[src/rtl/utf8n_pkg.sv]
package utf8n_pkg;

	localparam int unsigned AccW = 21;

	localparam logic [AccW-1:0] CP_ASCII_MAX = 21'h00007F;
	localparam logic [AccW-1:0] CP_TWO_MIN   = 21'h000080;
	localparam logic [AccW-1:0] CP_THREE_MIN = 21'h000800;
	localparam logic [AccW-1:0] CP_FOUR_MIN  = 21'h010000;
	localparam logic [AccW-1:0] CP_SURR_LO   = 21'h00D800;
	localparam logic [AccW-1:0] CP_SURR_HI   = 21'h00DFFF;
	localparam logic [AccW-1:0] CP_MAX       = 21'h10FFFF;
	localparam logic [AccW-1:0] CP_COMB_LO   = 21'h000300;
	localparam logic [AccW-1:0] CP_COMB_HI   = 21'h00036F;
	localparam logic [AccW-1:0] CP_CYR_IO    = 21'h000401;
	localparam logic [AccW-1:0] CP_CYR_IO_LC = 21'h000451;
	localparam logic [AccW-1:0] CP_CYR_IE_LC = 21'h000435;
	localparam logic [AccW-1:0] CP_FOLD_OFS  = 21'h000020;

	localparam logic [7:0] SPACE_BYTE = 8'h20;

	localparam logic [1:0] SEQ_NONE  = 2'd0;
	localparam logic [1:0] SEQ_TWO   = 2'd1;
	localparam logic [1:0] SEQ_THREE = 2'd2;
	localparam logic [1:0] SEQ_FOUR  = 2'd3;

	typedef struct packed {
		logic [AccW-1:0] code_acc;
		logic [1:0]      cont_left;
		logic [1:0]      seq_len;
		logic            space_pend;
		logic            started;
	} state_t;

	// results caused by one input byte
	typedef struct packed {
		logic            push;
		logic            data;
		logic            last;
		logic [1:0]      cnt;
		logic [2:0][7:0] bytes;
	} bundle_t;

	function automatic logic [AccW-1:0] fold_cp(input logic [AccW-1:0] cp);
		logic [AccW-1:0] r;
		r = cp;
		if (cp >= 21'h000041 && cp <= 21'h00005A) begin
			r = cp + CP_FOLD_OFS;
		end else if (cp >= 21'h000410 && cp <= 21'h00042F) begin
			r = cp + CP_FOLD_OFS;
		end else if (cp == CP_CYR_IO || cp == CP_CYR_IO_LC) begin
			r = CP_CYR_IE_LC;
		end
		return r;
	endfunction

	function automatic logic is_word(input logic [AccW-1:0] cp);
		return (cp >= 21'h000061 && cp <= 21'h00007A)
			|| (cp >= 21'h000030 && cp <= 21'h000039)
			|| (cp >= 21'h000430 && cp <= 21'h00044F);
	endfunction

	// overlong, surrogate or beyond the code space
	function automatic logic seq_bad(input logic [1:0] len, input logic [AccW-1:0] cp);
		return (len == SEQ_TWO && cp < CP_TWO_MIN)
			|| (len == SEQ_THREE && cp < CP_THREE_MIN)
			|| (len == SEQ_FOUR && cp < CP_FOUR_MIN)
			|| (cp >= CP_SURR_LO && cp <= CP_SURR_HI)
			|| (cp > CP_MAX);
	endfunction

endpackage

[src/rtl/utf8n_in_if.sv]
interface utf8n_in_if;
	logic       valid;
	logic       ready;
	logic [7:0] in_byte;
	logic       text_last;

	modport source (output valid, output in_byte, output text_last, input ready);
	modport sink (input valid, input in_byte, input text_last, output ready);
endinterface

[src/rtl/utf8n_out_if.sv]
interface utf8n_out_if;
	logic       valid;
	logic       ready;
	logic [7:0] out_byte;
	logic       byte_valid;
	logic       run_last;
	logic       text_end;

	modport source (output valid, output out_byte, output byte_valid, output run_last,
		output text_end, input ready);
	modport sink (input valid, input out_byte, input byte_valid, input run_last,
		input text_end, output ready);
endinterface

[src/rtl/utf8n_step.sv]
module utf8n_step import utf8n_pkg::*; (
	input  state_t     cur,
	input  logic [7:0] in_byte,
	input  logic       text_last,
	output state_t     nxt,
	output bundle_t    res
);

	logic            is_cont, open, sep_a, lead_en, fin, fin_bad;
	logic            ld_ascii, ld_two, ld_three, ld_four, bad_lead;
	logic            cp_en, comb_mark, word, emit, sep_any, space, two;
	logic [AccW-1:0] cont_acc, cp_raw, cp;
	logic [7:0]      w0, w1;
	logic [1:0]      n;

	always_comb begin
		is_cont  = (in_byte[7:6] == 2'b10);
		open     = (cur.cont_left != 2'd0);
		sep_a    = open & ~is_cont;
		// a byte that breaks a sequence is decoded again as a lead
		lead_en  = ~open | ~is_cont;
		cont_acc = {cur.code_acc[AccW-7:0], in_byte[5:0]};
		fin      = open & is_cont & (cur.cont_left == 2'd1);
		fin_bad  = seq_bad(cur.seq_len, cont_acc);

		ld_ascii = ~in_byte[7];
		ld_two   = (in_byte[7:5] == 3'b110);
		ld_three = (in_byte[7:4] == 4'b1110);
		ld_four  = (in_byte[7:3] == 5'b11110);
		bad_lead = lead_en & ~(ld_ascii | ld_two | ld_three | ld_four);

		cp_en     = (lead_en & ld_ascii) | (fin & ~fin_bad);
		cp_raw    = lead_en ? {13'd0, in_byte} : cont_acc;
		cp        = fold_cp(cp_raw);
		comb_mark = (cp >= CP_COMB_LO) && (cp <= CP_COMB_HI);
		word      = is_word(cp);
		emit      = cp_en & ~comb_mark & word;
		sep_any   = sep_a | bad_lead | (fin & fin_bad) | (cp_en & ~comb_mark & ~word);
		space     = emit & cur.started & (cur.space_pend | sep_a);
		two       = (cp > CP_ASCII_MAX);

		if (two) begin
			w0 = {3'b110, cp[10:6]};
			w1 = {2'b10, cp[5:0]};
		end else begin
			w0 = cp[7:0];
			w1 = 8'h00;
		end
		n = {1'b0, space} + (two ? 2'd2 : 2'd1);

		nxt.space_pend = emit ? 1'b0 : (cur.space_pend | (sep_any & cur.started));
		nxt.started    = cur.started | emit;
		if (lead_en) begin
			priority if (ld_two) begin
				nxt.code_acc  = {16'd0, in_byte[4:0]};
				nxt.cont_left = 2'd1;
				nxt.seq_len   = SEQ_TWO;
			end else if (ld_three) begin
				nxt.code_acc  = {17'd0, in_byte[3:0]};
				nxt.cont_left = 2'd2;
				nxt.seq_len   = SEQ_THREE;
			end else if (ld_four) begin
				nxt.code_acc  = {18'd0, in_byte[2:0]};
				nxt.cont_left = 2'd3;
				nxt.seq_len   = SEQ_FOUR;
			end else begin
				nxt.code_acc  = '0;
				nxt.cont_left = 2'd0;
				nxt.seq_len   = SEQ_NONE;
			end
		end else if (fin) begin
			nxt.code_acc  = '0;
			nxt.cont_left = 2'd0;
			nxt.seq_len   = SEQ_NONE;
		end else begin
			nxt.code_acc  = cont_acc;
			nxt.cont_left = cur.cont_left - 2'd1;
			nxt.seq_len   = cur.seq_len;
		end
		if (text_last) begin
			nxt = '0;
		end

		res.push = emit | text_last;
		res.data = emit;
		res.last = text_last;
		res.cnt  = emit ? n : 2'd1;
		if (!emit) begin
			res.bytes = '0;
		end else if (space) begin
			res.bytes = {w1, w0, SPACE_BYTE};
		end else begin
			res.bytes = {8'h00, w1, w0};
		end
	end

endmodule

[src/rtl/utf8_search_text_normalizer.sv]
// UTF-8 search-text normalizer.
// text_in carries one raw text byte per transfer, text_last marking the final
// byte of a text. text_out carries the normalized bytes one per transfer:
// lowercased Latin/Cyrillic word characters re-encoded as UTF-8, single spaces
// between words. run_last flags the last result caused by an input byte and
// text_end the last result of a text; a final byte that yields no data gives
// one bare end marker (byte_valid low).
// Each input byte is decoded in the cycle it is taken; its results are held in
// a one-bundle buffer and then shifted out of the output register. A byte is
// taken every cycle while text_in.ready is high; a byte with several results
// holds the output register until all are out, and as output can outgrow
// input, the input may then stall. Reset clears the decoder state and the
// valid flags of both result registers (their data is not reset); nothing
// needs sweeping. When the receiver stalls, the output holds its byte and the
// buffer fills, after which text_in.ready drops until the output drains.
module utf8_search_text_normalizer import utf8n_pkg::*; (
	input  logic         clk,
	input  logic         arst_n,
	utf8n_in_if.sink     text_in,
	utf8n_out_if.source  text_out
);

	state_t     st_q, st_next;
	bundle_t    step_res;
	bundle_t    buf_s1, ser_s2;
	logic       buf_v_q, ser_v_q;
	logic [1:0] idx_q;
	logic       in_fire, ser_done, ser_load, run_last;

	utf8n_step u_step (
		.cur       (st_q),
		.in_byte   (text_in.in_byte),
		.text_last (text_in.text_last),
		.nxt       (st_next),
		.res       (step_res)
	);

	assign run_last  = (idx_q == 2'(ser_s2.cnt - 2'd1));
	assign ser_done  = ser_v_q & text_out.ready & run_last;
	assign ser_load  = buf_v_q & (~ser_v_q | ser_done);
	assign text_in.ready = ~buf_v_q | ~ser_v_q | ser_done;
	assign in_fire   = text_in.valid & text_in.ready;

	always_ff @(posedge clk or negedge arst_n) begin
		if (!arst_n) begin
			st_q    <= '0;
			buf_v_q <= 1'b0;
			ser_v_q <= 1'b0;
			idx_q   <= 2'd0;
		end else begin
			if (in_fire) begin
				st_q <= st_next;
			end
			if (in_fire && step_res.push) begin
				buf_v_q <= 1'b1;
			end else if (ser_load) begin
				buf_v_q <= 1'b0;
			end
			if (ser_load) begin
				ser_v_q <= 1'b1;
				idx_q   <= 2'd0;
			end else if (ser_done) begin
				ser_v_q <= 1'b0;
			end else if (ser_v_q && text_out.ready) begin
				idx_q <= idx_q + 2'd1;
			end
		end
	end

	always_ff @(posedge clk) begin
		if (in_fire && step_res.push) begin
			buf_s1 <= step_res;
		end
		if (ser_load) begin
			ser_s2 <= buf_s1;
		end
	end

	always_comb begin
		unique case (idx_q)
			2'd0:    text_out.out_byte = ser_s2.bytes[0];
			2'd1:    text_out.out_byte = ser_s2.bytes[1];
			default: text_out.out_byte = ser_s2.bytes[2];
		endcase
	end

	assign text_out.valid      = ser_v_q;
	assign text_out.byte_valid = ser_s2.data;
	assign text_out.run_last   = run_last;
	assign text_out.text_end   = run_last & ser_s2.last;

	a_idx_in_range: assert property (@(posedge clk) disable iff (!arst_n)
		ser_v_q |-> (idx_q < ser_s2.cnt))
		else $error("result index past bundle size");

	a_marker_shape: assert property (@(posedge clk) disable iff (!arst_n)
		(ser_v_q && !ser_s2.data) |-> (ser_s2.cnt == 2'd1 && ser_s2.last))
		else $error("end marker bundle malformed");

	a_clear_at_end: assert property (@(posedge clk) disable iff (!arst_n)
		(in_fire && text_in.text_last) |=> (st_q == '0))
		else $error("decoder state not cleared after text end");

	a_seq_count: assert property (@(posedge clk) disable iff (!arst_n)
		(st_q.cont_left <= st_q.seq_len) && ((st_q.seq_len == SEQ_NONE) == (st_q.cont_left == 2'd0)))
		else $error("continuation count inconsistent with sequence length");

endmodule
[src/flat_wrapper.sv]
// flat-port wrapper written by rule: the top's interface ports become plain ports
module utf8_search_text_normalizer_flat import utf8n_pkg::*;
  (clk, arst_n, text_in_valid, text_in_in_byte, text_in_text_last, text_in_ready, text_out_valid, text_out_out_byte, text_out_byte_valid, text_out_run_last, text_out_text_end, text_out_ready);
  utf8n_in_if text_in_i ();
  utf8n_out_if text_out_i ();
  input  logic clk;
  input  logic arst_n;
  input wire logic [$bits(text_in_i.valid)-1:0] text_in_valid;
  input wire logic [$bits(text_in_i.in_byte)-1:0] text_in_in_byte;
  input wire logic [$bits(text_in_i.text_last)-1:0] text_in_text_last;
  output wire logic [$bits(text_in_i.ready)-1:0] text_in_ready;
  output wire logic [$bits(text_out_i.valid)-1:0] text_out_valid;
  output wire logic [$bits(text_out_i.out_byte)-1:0] text_out_out_byte;
  output wire logic [$bits(text_out_i.byte_valid)-1:0] text_out_byte_valid;
  output wire logic [$bits(text_out_i.run_last)-1:0] text_out_run_last;
  output wire logic [$bits(text_out_i.text_end)-1:0] text_out_text_end;
  input wire logic [$bits(text_out_i.ready)-1:0] text_out_ready;
  assign text_in_i.valid = text_in_valid;
  assign text_in_i.in_byte = text_in_in_byte;
  assign text_in_i.text_last = text_in_text_last;
  assign text_in_ready = text_in_i.ready;
  assign text_out_valid = text_out_i.valid;
  assign text_out_out_byte = text_out_i.out_byte;
  assign text_out_byte_valid = text_out_i.byte_valid;
  assign text_out_run_last = text_out_i.run_last;
  assign text_out_text_end = text_out_i.text_end;
  assign text_out_i.ready = text_out_ready;
  utf8_search_text_normalizer u_core (.clk(clk), .arst_n(arst_n), .text_in(text_in_i), .text_out(text_out_i));
endmodule
[config.mk]
export PLATFORM = sky130hd
export DESIGN_NAME = utf8_search_text_normalizer_flat
export DESIGN_NICKNAME = d
export VERILOG_FILES = /design/src/rtl/utf8n_pkg.sv /design/src/rtl/utf8n_in_if.sv /design/src/rtl/utf8n_out_if.sv /design/src/rtl/utf8n_step.sv /design/src/rtl/utf8_search_text_normalizer.sv /design/src/flat_wrapper.sv
export SDC_FILE = /design/constraint.sdc
export NUM_CORES = 1
export LEC_CHECK = 0
export BUFFER_PORTS_ARGS = -buffer_cell sky130_fd_sc_hd__buf_4
export CORE_ASPECT_RATIO = 0.9
export CORE_MARGIN = 4
export CORE_UTILIZATION = 55
export CTS_BUF_LIST = sky130_fd_sc_hd__clkbuf_4 sky130_fd_sc_hd__clkbuf_8 sky130_fd_sc_hd__clkbuf_16
export CTS_CLUSTER_SIZE = 10
export DETAILED_ROUTE_END_ITERATION = 10
export GPL_ROUTABILITY_DRIVEN = 0
export PLACE_DENSITY = 0.86
export SLEW_MARGIN = 20
export SYNTH_ARGS = -nofsm -noshare
export SYNTH_HDL_FRONTEND = slang
export SYNTH_SLANG_ARGS = --single-unit
export TNS_END_PERCENT = 20
[constraint.sdc]
create_clock -name clk -period 3.35 [get_ports clk]
set_input_delay 0.1675 -clock clk [delete_from_list [all_inputs] [get_ports clk]]
set_output_delay 0.1675 -clock clk [all_outputs]
set_load 0.005 [all_outputs]
Yosys cells after proc, flatten, opt, wreduce, memory -nomap -nowiden:

Cells that the tools add are included.

* register bits: 81
* input bits: 13
* output and inout port bits: 13

* add/subtract/negate cells: 5
* order comparisons: 19
* eq/ne operators: 13
* multiplexer cells: 23
* bitwise logic cells: 43
* reduce and logical (&&, ||, !) cells: 29

Operator list (number)
* $mux W21: 5
* $eq A21 B11 Y1 const B: 2
* $ge A21 B11 Y1 const B: 2
* $ge A21 B7 Y1 const B: 2
* $le A21 B11 Y1 const B: 2
* $le A21 B7 Y1 const B: 2
* $mux W19: 2
* $mux W8: 3
* $add A21 B6 Y21 const B: 1
* $ge A21 B10 Y1 const B: 1
* $ge A21 B16 Y1 const B: 1
* $ge A21 B6 Y1 const B: 1
* $gt A21 B21 Y1 const B: 1
* $gt A21 B7 Y1 const B: 1
* $le A21 B10 Y1 const B: 1
* $le A21 B16 Y1 const B: 1
* $le A21 B6 Y1 const B: 1
* $lt A21 B12 Y1 const B: 1
* $lt A21 B17 Y1 const B: 1
* $lt A21 B8 Y1 const B: 1
* $and A1 B1 Y1: 18
* $mux W16: 1
* $pmux W8 S2: 1
* $or A1 B1 Y1: 15
* other kinds (22): 65

Depth between registers and ports, before layout:

* depth in word-level cells: 20
* depth in mapped cells: 14

By module:

Synthesis repeated with hierarchy kept, for this count alone.

* cell total of the unflattened synthesis: 427
* area, all modules: 4718.3 µm²

Modules (own cells, without submodules)
* utf8_search_text_normalizer: instances 1, cells an instance 171, area an instance 3225.6 µm², sequential area each 2457.4 µm²
* utf8n_step: instances 1, cells an instance 256, area an instance 1492.7 µm², sequential area each 0.0 µm²

Worst setup path before layout:

Ideal clock, no wire load.

* path type: register -> register
* start: reg u_core.st_q[4] in the netlist's numbering
* end: reg u_core.buf_s1[0] in the netlist's numbering, enable pin
* setup time: 0.386 ns
* data arrival time: 3.176 ns
* slack: -0.212 ns
* stages on the path, launching flop included: 12
* path buffers: 1
* period minus slack after synthesis: 3.562 ns
* path through: dfrtp_1 -> inv_1 -> ha_1 -> buf_6 -> and3b_1 -> or4b_4 -> a2111oi_4 -> nor3_2 -> nand2_2 -> a21boi_4 -> or3_1 -> and2_1

* cells in the longest elaborated chain, start to end: 16
* elaborated cells on any way between the ends: 42
* classes of those cells: add/sub: 1; order compare: 12; eq/ne: 3; mux: 4; bitwise: 11; reduce/logical: 11

Ends and longest elaborated chain
* start: declaration: line utf8_search_text_normalizer.sv:23 `state_t st_q, st_next;`
* start signal: assignment: line utf8_search_text_normalizer.sv:52 `st_q <= st_next;`
* branches (longest 13 deep; another with $ge A21 B11 Y1)
* $and A1 B1 Y1 (*): line utf8n_step.sv:37 `emit = cp_en & ~comb_mark & word;`
* $or A1 B1 Y1 (*): line utf8n_step.sv:84 `res.push = emit | text_last;`
* $logic_and A1 B1 Y1 (*): line utf8_search_text_normalizer.sv:71 `if (in_fire && step_res.push) begin`
* end signal: assignment: line utf8_search_text_normalizer.sv:72 `buf_s1 <= step_res;`
* end: declaration: line utf8_search_text_normalizer.sv:25 `bundle_t buf_s1, ser_s2;`

Every way passes the cells marked *.
A chain may end at the register's enable or synchronous reset.

Final worst setup path:

* start: reg u_core.st_q[4] in the netlist's numbering
* end: reg u_core.buf_s1[24] in the netlist's numbering (data pin)

* cells in the longest elaborated chain, start to end: 17
* elaborated cells on any way between the ends: 47
* classes of those cells: add/sub: 2; order compare: 13; eq/ne: 3; mux: 5; bitwise: 14; reduce/logical: 10

Ends and longest elaborated chain
* branches (longest 17 deep; another with $ge A21 B11 Y1)

Several ways; the timed one is not identified.

==> impl_metrics.csv <==
group,metric,value,unit
critical_path,crit_required,3.45,ns
finish,n_antenna_cell,0,
finish,final_util,64.9,%
pwr,power.density,697,nW/um^2
outcome,status,"completed",
floorplanning,row_count,30,
grt,grt_pass1_vias,3398,
hold_path,hold_path.class,"in2reg",
pwr,ir_worst_vdd,355,uV
critical_path,crit_chain,"inv_1 > ha_1 > buf_4 > o31a_1 > or3_1 > nor3_2 > nor4bb_2 > o2111ai_1 > a21boi_4 > o21ai_4 > nand2b_1 > ha_1 > o211ai_1",
pwr,total_leakage_power,0.00185,uW
drt,antenna_left,0,
yosys,synthSimpleGateAreaFrac,22.6,%
yosys,yosysSeqAreaShare,53.2,%
timing,max_freq,302,MHz
place,dpl.hpwl,6720,um
yosys,yosys.area.top_type_share,38.4,%
floorplanning,die-area,9140,um^2
yosys,synth_fa_ha_area_share,1.48,%
finish,final_cells,549,
drt,drc,0,
drt,wl_per_cell,17.8,um
critical_path,end_kind,"register",
critical_path,cp_num_buf_inv,2,
yosys,synth_common_cells,"nand2_1, edfxtp_1, nor2_1",
yosys,synthMuxAreaShare,0.771,%
pwr,p_total,3400,uW
timing,setup_viol,0,
cts,cts_max_level,3,
grt,grt_overflow,0,
drt,drt-total-wl,9750,um
critical_path,worst_path_max_delay_cell,"dfrtp_1",
yosys,synth_edf_count,54,
critical_path,critPathMaxStageDelay,0.38,ns
yosys,synthXorXnorAreaFrac,0.415,%
yosys,synth_top_area_cell,"edfxtp_1",
grt,grt_pass1_wl,16100,um
yosys,synth.net_count,432,
finish,final.fill_count,588,
yosys,async_reset_ff_share,31.6,%
critical_path,cp_top_family,"simple AND/OR/NAND/NOR gates",
critical_path,r2r_end,"u_core.buf_s1[24]",
drt,drtIter0Drc,253,
drt,dr.pass1.iters,6,
critical_path,crit_top_cell,"ha_1",
yosys,synth_cell_types,65,
yosys,syn-cell-area,4220,um^2
timing,hold_violations,0,
drt,via_per_inst,6.28,
grt,grt_use_total,22.2,%
cts,clk_path_buf_depth,2,
floorplanning,core,7510,um^2
finish,area_delta_synth_final,15.5,%
yosys,syn_avg_cell_area,10.2,um^2
critical_path,crit_start,"u_core.st_q[4]",
cts,clk_root_buffer_cell,"clkbuf_8",
timing,tightest_slew,0.516,ns
critical_path,rr_worst_depth,13,
timing,drv_slew,0,
critical_path,critPathKind,"reg2reg",
yosys,yosys_most_used_dff,"edfxtp_1",
yosys,synth_cells,414,
critical_path,worstPathArrival,3.41,ns
floorplanning,initial_utilization,56.2,%
cts,cts_sinks,79,
timing,slew_headroom,65.6,%
yosys,synth.area.top_cells,"edfxtp_1, dfrtp_1, nand2_1, o21ai_0, nor2_1",
critical_path,r2r_slack,0.04,ns
cts,cts_tree,"done",
yosys,synth_top_family_by_area,"simple AND/OR/NAND/NOR gates",
yosys,ys_ff_latch,79,
cts,clk_pin_slew,0.08,ns
finish,drive_above_1_share,22.3,%
critical_path,crit_end,"u_core.buf_s1[24]",
finish,design_area,4870,um^2
critical_path,cp_num_cells,13,
floorplanning,io-pin-count,26,
finish,final_nets,466,
place,place_area,4580,um^2
cts,insertion_delay,0.37,ns
floorplanning,chipHeight,91.1,um
timing,fin_crit_sh,98.8,%
cts,numCtsBuffers,9,
finish,multi_input_area,1840,um^2
yosys,synth_compound_area_share,16.8,%
place,portBuffers,25,
floorplanning,die_x,100,um
yosys,yosysWarnings,0,
grt,grt_antenna_before_repair,0,
grt,grt_max_degree,35,
yosys,yosysMostFrequentCell,"nand2_1",
timing,min_period,3.31,ns
hold_path,worstHoldStart,"text_in_valid",
finish,regArea,2250,um^2
timing,finClkSkew,0.00860,ns
critical_path,crit_fanout,5,
drt,vias,3445,
timing,setup_tns,0,ns
timing,rsz0062_at_grt,"true",
critical_path,startpoint_type,"register",
place,dp.cells,530,
flow_run,drv_cap,0,
critical_path,r2r-start,"u_core.st_q[4]",
## worst reg2reg max path, stage by stage, from the launching register on
cell and delay (ns):
dfrtp_1 0.38, inv_1 0.07, ha_1 0.22, buf_4 0.16
o31a_1 0.32, or3_1 0.33, nor3_2 0.21, nor4bb_2 0.29
o2111ai_1 0.21, a21boi_4 0.25, o21ai_4 0.09, nand2b_1 0.15
ha_1 0.27, o211ai_1 0.09
## cells by family (layout without fill, tap and decap cells)
group	after synthesis	count (layout)
flip-flops	79	79
multiplexers	3	3
AO/OA/AOI/OAI	97	97
XOR/XNOR	2	2
adder cells (fa/ha/maj)	5	5
AND/OR/NAND/NOR	182	183
buffers and inverters	46	84
## what timing repair did
item | CTS | global route
pin swaps | 0 | 3
gates resized for setup | 4 | 6
hold endpoints to repair | 25 | 0
setup endpoints to repair | 28 | 29
setup buffers | 0 | 1
hold buffers | 1 | 0
cloned | 1 | 0
## power breakdown
group	internal [uW]	switching, uW	total (uW)
Combinational	513	746	1260
Sequential	1280	110	1390
Clock	359	386	745
Total	2150	1240	3400
## registers in the layout, summed over array words and instances (netlist names)
name,count
u_core.buf_s1,27
u_core.ser_s2,26
u_core.st_q,21
u_core.idx_q,2
u_core.buf_v_q,1
u_core.text_out.byte_valid,1
u_core.text_out.valid,1
## placed cells by master, fill, tap and decap left out, drive strengths merged, types with 2 or more instances in the layout
| master | n |
|---|---|
| a21boi | 2 |
| xnor2 | 2 |
| nor2 | 32 |
| dfrtp | 25 |
| nor3 | 20 |
| nand2b | 7 |
| or4b | 2 |
| or2 | 4 |
| a211oi | 2 |
| a22oi | 12 |
| mux2 | 2 |
| buf | 48 |
| and2 | 4 |
| nand3 | 11 |
| nor3b | 3 |
| nand2 | 66 |
| o21ai | 26 |
| edfxtp | 54 |
| o211a | 3 |
| clkinv | 2 |
| or4 | 2 |
| a22o | 4 |
| ha | 5 |
| a21oi | 21 |
| a2111oi | 3 |
| nor4 | 11 |
| inv | 22 |
| nand4 | 9 |
| clkbuf | 9 |
| nor2b | 6 |
| o211ai | 5 |
| o31ai | 4 |
| o41ai | 3 |
| or3 | 4 |
## per-stage QoR
stage	hold slack, ns	worst slack (ns)
after floorplan	-0.128	0.0690
after global placement	0.0830	0.0699
after detailed placement	0.0886	-0.0685
after CTS	0.0424	0.00424
after global routing	0.0530	-0.0785
final	0.0449	0.0392
## final cells by class
class	count	share of cell area, %
multi-input combinational	290	37.7
clock buffer	9	2.54
inverter	19	1.46
sequential	79	46.1
clock inverter	7	1.82
tap	96	2.46
timing repair buffer	49	7.86
## worst min-delay path by stage
stage	depth (start not counted)	endpoint
2_1_floorplan	0	u_core.buf_v_q
3_3_place_gp	1	u_core.st_q[4]
3_5_place_dp	1	u_core.st_q[4]
4_1_cts	3	u_core.buf_v_q
5_1_grt	3	u_core.buf_v_q
6_report	3	u_core.buf_v_q
## per-layer routing
| layer | vias to the layer above | track usage (%) | wire length (um) |
|---|---|---|---|
| met2 | 180 | 34.9 | 4690 |
| met1 | 1631 | 28.0 | 3890 |
| met3 | 43 | 6.76 | 848 |
| met4 | 0 | 10.1 | 332 |
| li1 | 1591 | - | - |
| met5 | - | 0 | 0 |
No activity file was read; power rests on OpenSTA's default activity.
